File: config.mk
export PLATFORM = sky130hd
export DESIGN_NAME = stream_listener_registry_unit
export DESIGN_NICKNAME = d
export VERILOG_FILES = /design/src/rtl/core/slr_pkg.sv /design/src/rtl/core/slr_ram.sv /design/src/rtl/core/stream_listener_registry_unit.sv
export SDC_FILE = /design/constraint.sdc
export NUM_CORES = 1
export LEC_CHECK = 0
export BUFFER_PORTS_ARGS = -buffer_cell sky130_fd_sc_hd__buf_2
export CORE_MARGIN = 2
export CORE_UTILIZATION = 27
export CTS_CLUSTER_DIAMETER = 120
export DETAILED_ROUTE_END_ITERATION = 10
export GPL_ROUTABILITY_DRIVEN = 0
export PLACE_DENSITY = 0.49
export SLEW_MARGIN = 20
export SYNTH_ARGS = -nofsm -noshare
export SYNTH_HDL_FRONTEND = slang
export SYNTH_SLANG_ARGS = --single-unit
export TNS_END_PERCENT = 10
File: constraint.sdc
create_clock -name clk -period 6.1 [get_ports clk]
set_input_delay 0.915 -clock clk [delete_from_list [all_inputs] [get_ports clk]]
set_output_delay 0.915 -clock clk [all_outputs]
set_load 0.05 [all_outputs]
File: src/rtl/core/slr_pkg.sv
// ----------------------------------------------------------------------------
// slr_pkg
// shared constants and codes for the stream listener registry
// ----------------------------------------------------------------------------
package slr_pkg;

  localparam int unsigned TABLE_SLOTS_DEFAULT = 16;

  localparam int unsigned SID_W    = 64;
  localparam int unsigned ADDR_W   = 48;
  localparam int unsigned CODE_W   = 2;
  localparam int unsigned SHOWN_W  = 5;
  localparam int unsigned SHOWN_MAX = 31;

  // attribute type
  localparam logic [CODE_W-1:0] CMD_LISTENER = 2'd0;
  localparam logic [CODE_W-1:0] CMD_TALKER   = 2'd1;

  // notice kind
  localparam logic [CODE_W-1:0] KIND_NEW   = 2'd0;
  localparam logic [CODE_W-1:0] KIND_JOIN  = 2'd1;
  localparam logic [CODE_W-1:0] KIND_LEAVE = 2'd2;

  // listener declaration
  localparam logic [CODE_W-1:0] DECL_READY        = 2'd2;
  localparam logic [CODE_W-1:0] DECL_READY_FAILED = 2'd3;

  // result status
  localparam logic [CODE_W-1:0] ST_ADDED    = 2'd0;
  localparam logic [CODE_W-1:0] ST_REMOVED  = 2'd1;
  localparam logic [CODE_W-1:0] ST_NOCHANGE = 2'd2;
  localparam logic [CODE_W-1:0] ST_FULL     = 2'd3;

endpackage

File: src/rtl/core/slr_ram.sv
// ----------------------------------------------------------------------------
// slr_ram
// generic single-write, single-read synchronous ram with registered read
// ----------------------------------------------------------------------------
module slr_ram #(
  parameter int unsigned WIDTH = 8,
  parameter int unsigned DEPTH = 16,
  localparam int unsigned AW   = (DEPTH > 1) ? $clog2(DEPTH) : 1
) (
  input  logic             clk,
  input  logic             wr_en,
  input  logic [AW-1:0]    wr_addr,
  input  logic [WIDTH-1:0] wr_data,
  input  logic             rd_en,
  input  logic [AW-1:0]    rd_addr,
  output logic [WIDTH-1:0] rd_data
);

  logic [WIDTH-1:0] mem [DEPTH];

  always_ff @(posedge clk) begin
    if (wr_en) begin
      mem[wr_addr] <= wr_data;
    end
    if (rd_en) begin
      rd_data <= mem[rd_addr];
    end
  end

endmodule

File: src/rtl/core/stream_listener_registry_unit.sv
// ----------------------------------------------------------------------------
// stream_listener_registry_unit
// listener table and talker flag for one tracked stream id
// ----------------------------------------------------------------------------
// Tracks stream-reservation notifications for the stream id written through
// the configuration port. Listener addresses live in a TABLE_SLOTS-entry ram;
// a flop per slot marks it occupied, so reset needs no clearing pass. A
// listener leave, or a listener add with a ready or ready-failed declaration,
// for the tracked stream walks the ram one slot per cycle: a leave frees the
// slot holding the address, such an add stores the address in the lowest free
// slot unless it is present or the table is full. Each item gives exactly one
// result (status, listener count saturated at 31, sticky talker flag). The
// walk uses the single ram read port once over the table, followed by the
// compare and the result; every other item goes straight to the result. A
// finished result waits while an earlier result is held by out_stall. One
// item is in work at a time; the output register lets a new item be accepted
// while the previous result waits. Configuration is to be written by the
// user only while idle; the block itself does not enforce it.
// ----------------------------------------------------------------------------
module stream_listener_registry_unit
  import slr_pkg::*;
#(
  parameter int unsigned TABLE_SLOTS = TABLE_SLOTS_DEFAULT
) (
  input  logic                clk,
  input  logic                rst,
  // configuration write
  input  logic                cfg_valid,
  output logic                cfg_ready,
  input  logic [SID_W-1:0]    own_stream_id,
  // input items
  input  logic                in_valid,
  output logic                in_stall,
  input  logic [CODE_W-1:0]   command,
  input  logic [CODE_W-1:0]   notice_kind,
  input  logic [CODE_W-1:0]   declaration,
  input  logic [SID_W-1:0]    stream_id,
  input  logic [ADDR_W-1:0]   registrar_address,
  // result items
  output logic                out_valid,
  input  logic                out_stall,
  output logic [CODE_W-1:0]   status,
  output logic [SHOWN_W-1:0]  listener_count,
  output logic                talker_seen
);

  localparam int unsigned IDX_W = (TABLE_SLOTS > 1) ? $clog2(TABLE_SLOTS) : 1;
  localparam int unsigned CNT_W = $clog2(TABLE_SLOTS + 1);
  localparam int unsigned EXT_W = (CNT_W > SHOWN_W) ? CNT_W : SHOWN_W;
  localparam logic [IDX_W-1:0] LAST_IDX = IDX_W'(TABLE_SLOTS - 1);

  typedef enum logic [1:0] {
    S_IDLE,
    S_SCAN,
    S_FINISH
  } state_t;

  typedef enum logic [1:0] {
    OP_NONE,
    OP_JOIN,
    OP_LEAVE
  } op_t;

  state_t state;
  op_t    op;

  // configuration register
  logic [SID_W-1:0]  tracked_sid;

  // captured item
  logic [ADDR_W-1:0] req_addr;

  // table state
  logic [TABLE_SLOTS-1:0] slot_used;
  logic [CNT_W-1:0]       attached_count;
  logic                   talker_flag;

  // scan control
  logic             issue;
  logic [IDX_W-1:0] rd_idx;
  logic             chk_valid;
  logic [IDX_W-1:0] chk_idx;
  logic             hit;
  logic [IDX_W-1:0] hit_idx;
  logic             free_found;
  logic [IDX_W-1:0] free_idx;

  // ram ports
  logic              rd_en;
  logic              wr_en;
  logic [ADDR_W-1:0] rd_data;

  // combinational helpers
  logic              in_accept;
  logic              sid_match;
  logic              load;
  logic              chk_hit;
  logic [CODE_W-1:0] status_next;
  logic [CNT_W-1:0]  count_next;
  logic [EXT_W-1:0]  count_ext;
  logic [SHOWN_W-1:0] shown_next;

  assign cfg_ready = 1'b1;
  assign in_stall  = (state != S_IDLE);
  assign in_accept = in_valid && !in_stall;
  assign sid_match = (stream_id == tracked_sid);

  // one ram read per cycle while walking the table
  assign rd_en   = (state == S_SCAN) && issue;
  assign chk_hit = chk_valid && slot_used[chk_idx] && (rd_data == req_addr);

  // result and writeback leave together with the output register load
  assign load  = (state == S_FINISH) && (!out_valid || !out_stall);
  assign wr_en = load && (op == OP_JOIN) && !hit && free_found;

  always_comb begin
    status_next = ST_NOCHANGE;
    count_next  = attached_count;
    unique case (op)
      OP_JOIN: begin
        if (hit) begin
          status_next = ST_NOCHANGE;
        end else if (free_found) begin
          status_next = ST_ADDED;
          count_next  = attached_count + CNT_W'(1);
        end else begin
          status_next = ST_FULL;
        end
      end
      OP_LEAVE: begin
        if (hit) begin
          status_next = ST_REMOVED;
          count_next  = attached_count - CNT_W'(1);
        end
      end
      default: begin
        status_next = ST_NOCHANGE;
      end
    endcase
    // saturate the shown count at the field's range
    count_ext  = EXT_W'(count_next);
    shown_next = (count_ext > EXT_W'(SHOWN_MAX)) ? SHOWN_W'(SHOWN_MAX)
                                                 : count_ext[SHOWN_W-1:0];
  end

  slr_ram #(
    .WIDTH (ADDR_W),
    .DEPTH (TABLE_SLOTS)
  ) u_addr_ram (
    .clk     (clk),
    .wr_en   (wr_en),
    .wr_addr (free_idx),
    .wr_data (req_addr),
    .rd_en   (rd_en),
    .rd_addr (rd_idx),
    .rd_data (rd_data)
  );

  always_ff @(posedge clk) begin
    if (rst) begin
      state          <= S_IDLE;
      op             <= OP_NONE;
      tracked_sid    <= '0;
      slot_used      <= '0;
      attached_count <= '0;
      talker_flag    <= 1'b0;
      issue          <= 1'b0;
      rd_idx         <= '0;
      chk_valid      <= 1'b0;
      chk_idx        <= '0;
      hit            <= 1'b0;
      hit_idx        <= '0;
      free_found     <= 1'b0;
      free_idx       <= '0;
      out_valid      <= 1'b0;
    end else begin
      if (cfg_valid && cfg_ready) begin
        tracked_sid <= own_stream_id;
      end

      // output register drains independently of the scan
      if (load) begin
        out_valid <= 1'b1;
      end else if (!out_stall) begin
        out_valid <= 1'b0;
      end

      chk_valid <= rd_en;
      chk_idx   <= rd_idx;

      unique case (state)
        S_IDLE: begin
          if (in_accept) begin
            req_addr   <= registrar_address;
            issue      <= 1'b1;
            rd_idx     <= '0;
            hit        <= 1'b0;
            free_found <= 1'b0;
            // talker announce for our stream is sticky
            if (command == CMD_TALKER && sid_match &&
                (notice_kind == KIND_NEW || notice_kind == KIND_JOIN)) begin
              talker_flag <= 1'b1;
            end
            if (command == CMD_LISTENER && sid_match &&
                notice_kind == KIND_LEAVE) begin
              op    <= OP_LEAVE;
              state <= S_SCAN;
            end else if (command == CMD_LISTENER && sid_match &&
                         (declaration == DECL_READY ||
                          declaration == DECL_READY_FAILED)) begin
              op    <= OP_JOIN;
              state <= S_SCAN;
            end else begin
              op    <= OP_NONE;
              state <= S_FINISH;
            end
          end
        end
        S_SCAN: begin
          if (rd_en) begin
            if (rd_idx == LAST_IDX) begin
              issue <= 1'b0;
            end else begin
              rd_idx <= rd_idx + IDX_W'(1);
            end
          end
          // compare one slot per cycle, in the cycle after its read
          if (chk_hit) begin
            hit     <= 1'b1;
            hit_idx <= chk_idx;
          end
          if (chk_valid && !slot_used[chk_idx] && !free_found) begin
            free_found <= 1'b1;
            free_idx   <= chk_idx;
          end
          if (chk_valid && chk_idx == LAST_IDX) begin
            state <= S_FINISH;
          end
        end
        S_FINISH: begin
          if (load) begin
            status         <= status_next;
            listener_count <= shown_next;
            talker_seen    <= talker_flag;
            attached_count <= count_next;
            if (op == OP_JOIN && !hit && free_found) begin
              slot_used[free_idx] <= 1'b1;
            end
            if (op == OP_LEAVE && hit) begin
              slot_used[hit_idx] <= 1'b0;
            end
            state <= S_IDLE;
          end
        end
        default: begin
          state <= S_IDLE;
        end
      endcase
    end
  end

  // live count always matches the occupied slots
  a_count_matches: assert property (@(posedge clk) disable iff (rst)
    int'(attached_count) == $countones(slot_used))
    else $error("attached count differs from occupied slots");

  // talker flag never falls once set
  a_talker_sticky: assert property (@(posedge clk) disable iff (rst)
    talker_flag |=> talker_flag)
    else $error("talker flag cleared");

  // table only changes when a result is loaded
  a_table_on_load: assert property (@(posedge clk) disable iff (rst)
    !load |=> $stable(slot_used))
    else $error("slot occupancy changed without a result");

  // ram compare data only arrives while walking the table
  a_chk_in_scan: assert property (@(posedge clk) disable iff (rst)
    chk_valid |-> (state == S_SCAN))
    else $error("compare outside of a table walk");

endmodule
# ---- Yosys cells after proc, flatten, opt, wreduce, memory -nomap -nowiden
# Memories as Yosys holds them, arrays and structs flattened. A register that Yosys moved wholly into a read port is not among the register bits.
# Cells that the tools add are included.
dict set report totals {
  regBits 167
  ramBits 768
  inputBits 187
  output_inout_bits 11
  mem_count 1
}
dict set report classes {
  n_addsub 3
  n_lt_le_gt_ge 6
  n_eq_ne 22
  n_mux 44
  bitwise_logic 4
  reduce_logical 47
}
# name depth width read_ports rd_clocked_by_memory_dff wr line
set memory_table {}
lappend memory_table {u_addr_ram.mem 16 48 1 1 1 slr_ram.sv:19} ;# logic [WIDTH-1:0] mem [DEPTH];
# operator n
set ops {}
lappend ops {{$mux W16} 5}
lappend ops {{$eq A64 B64 Y1} 1}
lappend ops {{$eq A48 B48 Y1} 1}
lappend ops {{$logic_and A1 B1 Y1} 21}
lappend ops {{$mux W2} 9}
lappend ops {{$reduce_and A3 Y1} 6}
lappend ops {{$and A16 B16 Y16} 1}
lappend ops {{$not A16 Y16} 1}
lappend ops {{$or A16 B16 Y16} 1}
lappend ops {{$lt A4 B5 Y1 const B} 3}
lappend ops {{$mux W5} 3}
lappend ops {{$mux W1} 14}
lappend ops {{$mux W4} 3}
lappend ops {{$eq A2 B2 Y1 const B} 5}
lappend ops {{$ne A2 B2 Y1 const B} 5}
lappend ops {{$pmux W5 S2} 1}
lappend ops {{$demux W1 S4} 2}
lappend ops {{$eq A2 B1 Y1 const B} 4}
lappend ops {{$eq A4 B4 Y1 const B} 2}
lappend ops {{$ge A4 B1 Y1 const B} 2}
lappend ops {{$ne A2 B1 Y1 const B} 4}
lappend ops {{$pmux W4 S2} 1}
lappend ops {{$reduce_and A2 Y1} 4}
lappend ops {{$reduce_and A4 Y1} 2}
lappend ops {{other kinds (13)} 25}

# ---- Logic depth before layout (Yosys ltp)
dict set report depth {
  word_depth 11
  ltp_mapped 8
  ltp_nobuf 8
}

# ---- By module
# Synthesis repeated with hierarchy kept, for this count alone.
dict set report hier_totals {
  hier_cells 1932
  area_unflattened_um2 37682.4
}
# mod n_inst cells_per_inst area_each_um2 seq_area_each_um2
set modules_own_cells {}
lappend modules_own_cells {slr_ram 1 1242 30171.4 24503.5}
lappend modules_own_cells {stream_listener_registry_unit 1 690 7511.0 3903.7}

# ---- Least setup slack after synthesis
# No wires, ideal clock.
dict set report synth_timing {
  path_kind {input to register}
  startpoint {input port out_stall}
  endpoint {memory u_addr_ram.mem[0][0] in the netlist's numbering (enable)}
  arrival_time_ns 4.924
  setup_slack_ns 0.660
  path_stages 4
  n_path_buf 0
  cell_sequence {nand2_1 nand2b_1 or4_1 nor3_1}
}
dict set report synth_via {
  elab_chain_len 8
}
# item line
set synth_rtl {}
lappend synth_rtl {{from (decl)} stream_listener_registry_unit.sv:41} ;# input logic out_stall,
lappend synth_rtl {{$logic_not A1 Y1} --}
lappend synth_rtl {{$logic_or A1 B1 Y1} stream_listener_registry_unit.sv:113} ;# assign load = (state == S_FINISH) && (!out_valid || !out_stall);
lappend synth_rtl {{$logic_and A1 B1 Y1} stream_listener_registry_unit.sv:113}
lappend synth_rtl {{$logic_and A1 B1 Y1 (3 in a row)} stream_listener_registry_unit.sv:114} ;# assign wr_en = load && (op == OP_JOIN) && !hit && free_found;
lappend synth_rtl {{$mux W1} slr_ram.sv:22} ;# if (wr_en) begin
lappend synth_rtl {{$mux W1 (implied by the code)} slr_ram.sv:23} ;# mem[wr_addr] <= wr_data;
lappend synth_rtl {{to (decl)} slr_ram.sv:19}
# No other way between the ends.

# ---- Final worst setup path
dict set report layout_timing {
  startpoint {register state[1]}
  endpoint {memory u_addr_ram.mem[11][3] in the netlist's numbering (enable)}
}
dict set report layout_via {
  elab_chain_len 7
}
# item line
set layout_rtl {}
lappend layout_rtl {{from (decl)} stream_listener_registry_unit.sv:64} ;# state_t state;
lappend layout_rtl {{from (signal assigned)} stream_listener_registry_unit.sv:161} ;# state <= S_IDLE;
lappend layout_rtl {{from (signal assigned)} stream_listener_registry_unit.sv:207} ;# state <= S_SCAN;
lappend layout_rtl {{from (signal assigned)} stream_listener_registry_unit.sv:212} ;# state <= S_SCAN;
lappend layout_rtl {{$eq A2 B2 Y1} stream_listener_registry_unit.sv:113}
lappend layout_rtl {{$logic_and A1 B1 Y1} stream_listener_registry_unit.sv:113}
lappend layout_rtl {{$logic_and A1 B1 Y1 (3 in a row)} stream_listener_registry_unit.sv:114}
lappend layout_rtl {{$mux W1} slr_ram.sv:22}
lappend layout_rtl {{$mux W1 (implied by the code)} slr_ram.sv:23}
# No other way between the ends.

==> flow_summary.ini <==
[run_status]
outcome = completed

[worst_setup_path]
cp_data_required_time_ps = 6420
crit_arrival_ps = 3940
start_kind = register
timing_worst_setup_path_type = reg -> reg
cp-end-kind = register
critPathMaxFanout = 24

[clock_network]
post_cts_buffers = 0
clkTransAtPathRegs_ps = 60
clock-sinks = 983
cts_buffer_depth = 3
cts_resized = 0
insertion_delay_ps = 690
postCtsHoldBufs = 0
root_buffer = clkbuf_16
cts_made_buffers = 103
cts_tree = done
cts_htree_levels = 3

[floorplanning]
die-area_mm2 = 0.143
pin_count = 198
coreArea_mm2 = 0.139
start_util_pct = 27.1
die_h_um = 378
core.rowCount = 137
die_x_um = 378

[pwr]
leakagePower_nw = 14.0
powerDensity_mw_per_mm2 = 306
vdd_drop_max_mv = 0.215

[synth]
synth_edf_count = 872
synth_cell_type_count = 49
synthArstFlopShare_pct = 0
syn_nets = 2010
syn_area_mm2 = 0.0377
syn-mean-instance-area_um2 = 20.7
synth-seq-cells = 983
syn-instance-count = 1818
ys_seq_area_share_pct = 75.4
synth-main-ff-cell = edfxtp_1
synth_warnings = 0

[cells_and_area]
layout.nets = 2265
stdcell_count = 4038
n_fill_cell = 13296
drive_above_1_share_pct = 29.2
syn2layout_area_growth_pct = 17.6

[sta]
fin_crit_sh_pct = 59.3
fmax_ghz = 0.276
min_period_ps = 3620
fin_tns_setup_ps = 0
finalHoldViolCount = 0
rsz0062_at_grt = false
fin_worst_skew_ps = 43.2
relSlewSlack_pct = 25.8
setup_viol = 0
final_max_slew_viol_count = 0
worstMarginPinSlew_ps = 1110

[global_routing]
antenna_found_initial = 8
gr-total-overflow = 0
grt_pass1_vias = 19546
grt_use_total_pct = 12.9
grt_max_degree = 80
grt_pass1_wl_um = 134000

[routing]
vias_per_cell = 4.56
antenna_left = 0
drc = 0
wl_per_cell_um = 23.1
vias = 18418
finalWirelength_um = 93200
first_pass_iters = 5
detailedRoute.firstIterationViolations = 1315

[placement]
dpl.cell_count = 3844
place_hpwl_um = 51000
io_buffers = 195

[min_path]
hp-class = in -> reg

[flow_run]
maxCapViolations = 0
placed cells by master, fill, tap and decap left out, types with 5 or more instances in the layout:
| cell type | Yosys | layout |
|---|---|---|
| a211oi_1 | 7 | 7 |
| a21oi_1 | 29 | 29 |
| buf_2 | 15 | 193 |
| buf_4 | 3 | 38 |
| clkbuf_1 | 53 | 33 |
| clkbuf_16 | 0 | 104 |
| clkinv_1 | 0 | 28 |
| clkinv_2 | 0 | 12 |
| dfxtp_1 | 111 | 107 |
| edfxtp_1 | 872 | 872 |
| ha_1 | 5 | 5 |
| inv_1 | 12 | 11 |
| mux2i_1 | 71 | 71 |
| mux4_2 | 240 | 240 |
| nand2_1 | 20 | 20 |
| nand2b_1 | 9 | 9 |
| nand3_1 | 16 | 16 |
| nand3b_1 | 5 | 5 |
| nand4_1 | 10 | 10 |
| nor2_1 | 102 | 90 |
| nor2_4 | 0 | 12 |
| nor2b_1 | 12 | 12 |
| nor3_1 | 10 | 6 |
| nor4_1 | 27 | 26 |
| o21a_1 | 11 | 11 |
| o21ai_0 | 9 | 9 |
| o22ai_1 | 5 | 5 |
| xnor2_1 | 6 | 6 |
| xor2_1 | 109 | 109 |
where the power goes:
group / switching, mW / leakage (nW) / internal [mW]
clock network: 2.60 / 1.54 / 3.32
logic: 0.131 / 3.74 / 0.103
registers: 0.0783 / 8.76 / 7.33
registers in the layout, indices dropped and copies added, names as in the netlist, 4 cells and up:
name,cells
hit_idx,4
attached_count,5
tracked_sid,64
slot_used,16
u_addr_ram.rd_data,48
u_addr_ram.mem,768
req_addr,48
listener_count,5
chk_idx,4
free_idx,4
rd_idx,4
stage by stage:
stage | hold WS, ps | utilization (%) | setup slack, ps | total power [mW] | area [um^2]
after floorplan | 409 | - | 660 | 7.64 | 37700
after global placement | 422 | 29.6 | 2150 | 7.78 | 41100
after detailed placement | 427 | 29.6 | 2060 | 7.79 | 41100
after CTS | 329 | 31.9 | 2500 | 13.8 | 44300
after global routing | 343 | 31.9 | 2350 | 14.0 | 44300
final | 389 | 31.9 | 2480 | 13.6 | 44300
path summary, 6_finish.rpt:
check,start,endpoint,slack [ps],cells after the start
max,state[1]$_SDFFE_PP0P_,u_addr_ram.mem[11][3]$_DFFE_PP_,2480,6
min,registrar_address[13],req_addr[13]$_DFFE_PP_,390,1
max reg2reg,state[1]$_SDFFE_PP0P_,u_addr_ram.mem[11][3]$_DFFE_PP_,2480,6
min reg2reg,talker_flag$_SDFFE_PP0P_,talker_seen$_DFFE_PP_,450,0
worst max-delay path, cell delays in order, from the launching register on:
cell and delay (ps):
dfxtp_1 480, nand2b_1 130, nand2b_1 430, nor2_1 320
nand3_1 340, nor2_4 910, buf_4 610
cells by family after synthesis:
| logic type | synth area share [%] |
|---|---|
| fa+ha+maj | 0.166 |
| buf+inv | 1.09 |
| mux | 16.5 |
| simple gates | 2.89 |
| flops | 75.4 |
| compound gates | 1.27 |
| xor+xnor | 2.67 |
| other cells | 0.00995 |
Yosys cell counts, types with 4 or more instances:
| master | number | share of area, % |
|---|---|---|
| nand3b_1 | 5 | 0.10 |
| a211oi_1 | 7 | 0.14 |
| mux4_2 | 240 | 14 |
| edfxtp_1 | 872 | 69 |
| buf_1 | 12 | 0.12 |
| nand3_1 | 16 | 0.21 |
| dfxtp_1 | 111 | 5.9 |
| nand2_1 | 20 | 0.20 |
| nor2_1 | 102 | 1.0 |
| nor2b_1 | 12 | 0.20 |
| xor2_1 | 109 | 2.5 |
| xnor2_1 | 6 | 0.14 |
| o21a_1 | 11 | 0.22 |
| nor3b_1 | 4 | 0.080 |
| mux4_1 | 4 | 0.28 |
| nand2b_1 | 9 | 0.15 |
| o22ai_1 | 5 | 0.083 |
| nand4_1 | 10 | 0.17 |
| mux2i_1 | 71 | 1.9 |
| o21ai_0 | 9 | 0.12 |
| nor4_1 | 27 | 0.45 |
| inv_1 | 12 | 0.12 |
| a21oi_1 | 29 | 0.39 |
| ha_1 | 5 | 0.17 |
| nor3_1 | 10 | 0.13 |
| clkbuf_1 | 53 | 0.53 |
| buf_2 | 15 | 0.20 |
layout make-up:
cell class	count	area, um^2	area share [%]
flip-flops and latches	983	28400	64.1
multi-input cells	738	9000	20.3
clock buffers	141	2780	6.28
well taps	1876	2350	5.30
repair buffers	235	1320	2.98
clock inverters	50	400	0.903
inverters	12	46.3	0.104
diodes	3	7.51	0.0169
metal layers:
metal / vias to the layer above / GRT usage, % / share of wire (%)
met2: 569 / 20.8 / 47
met5: - / 0 / 0.029
met4: 4 / 3.18 / 2.1
met1: 9769 / 17.7 / 45
li1: 7939 / - / -
met3: 137 / 2.53 / 5.6
(Power assumes the default switching activity.)
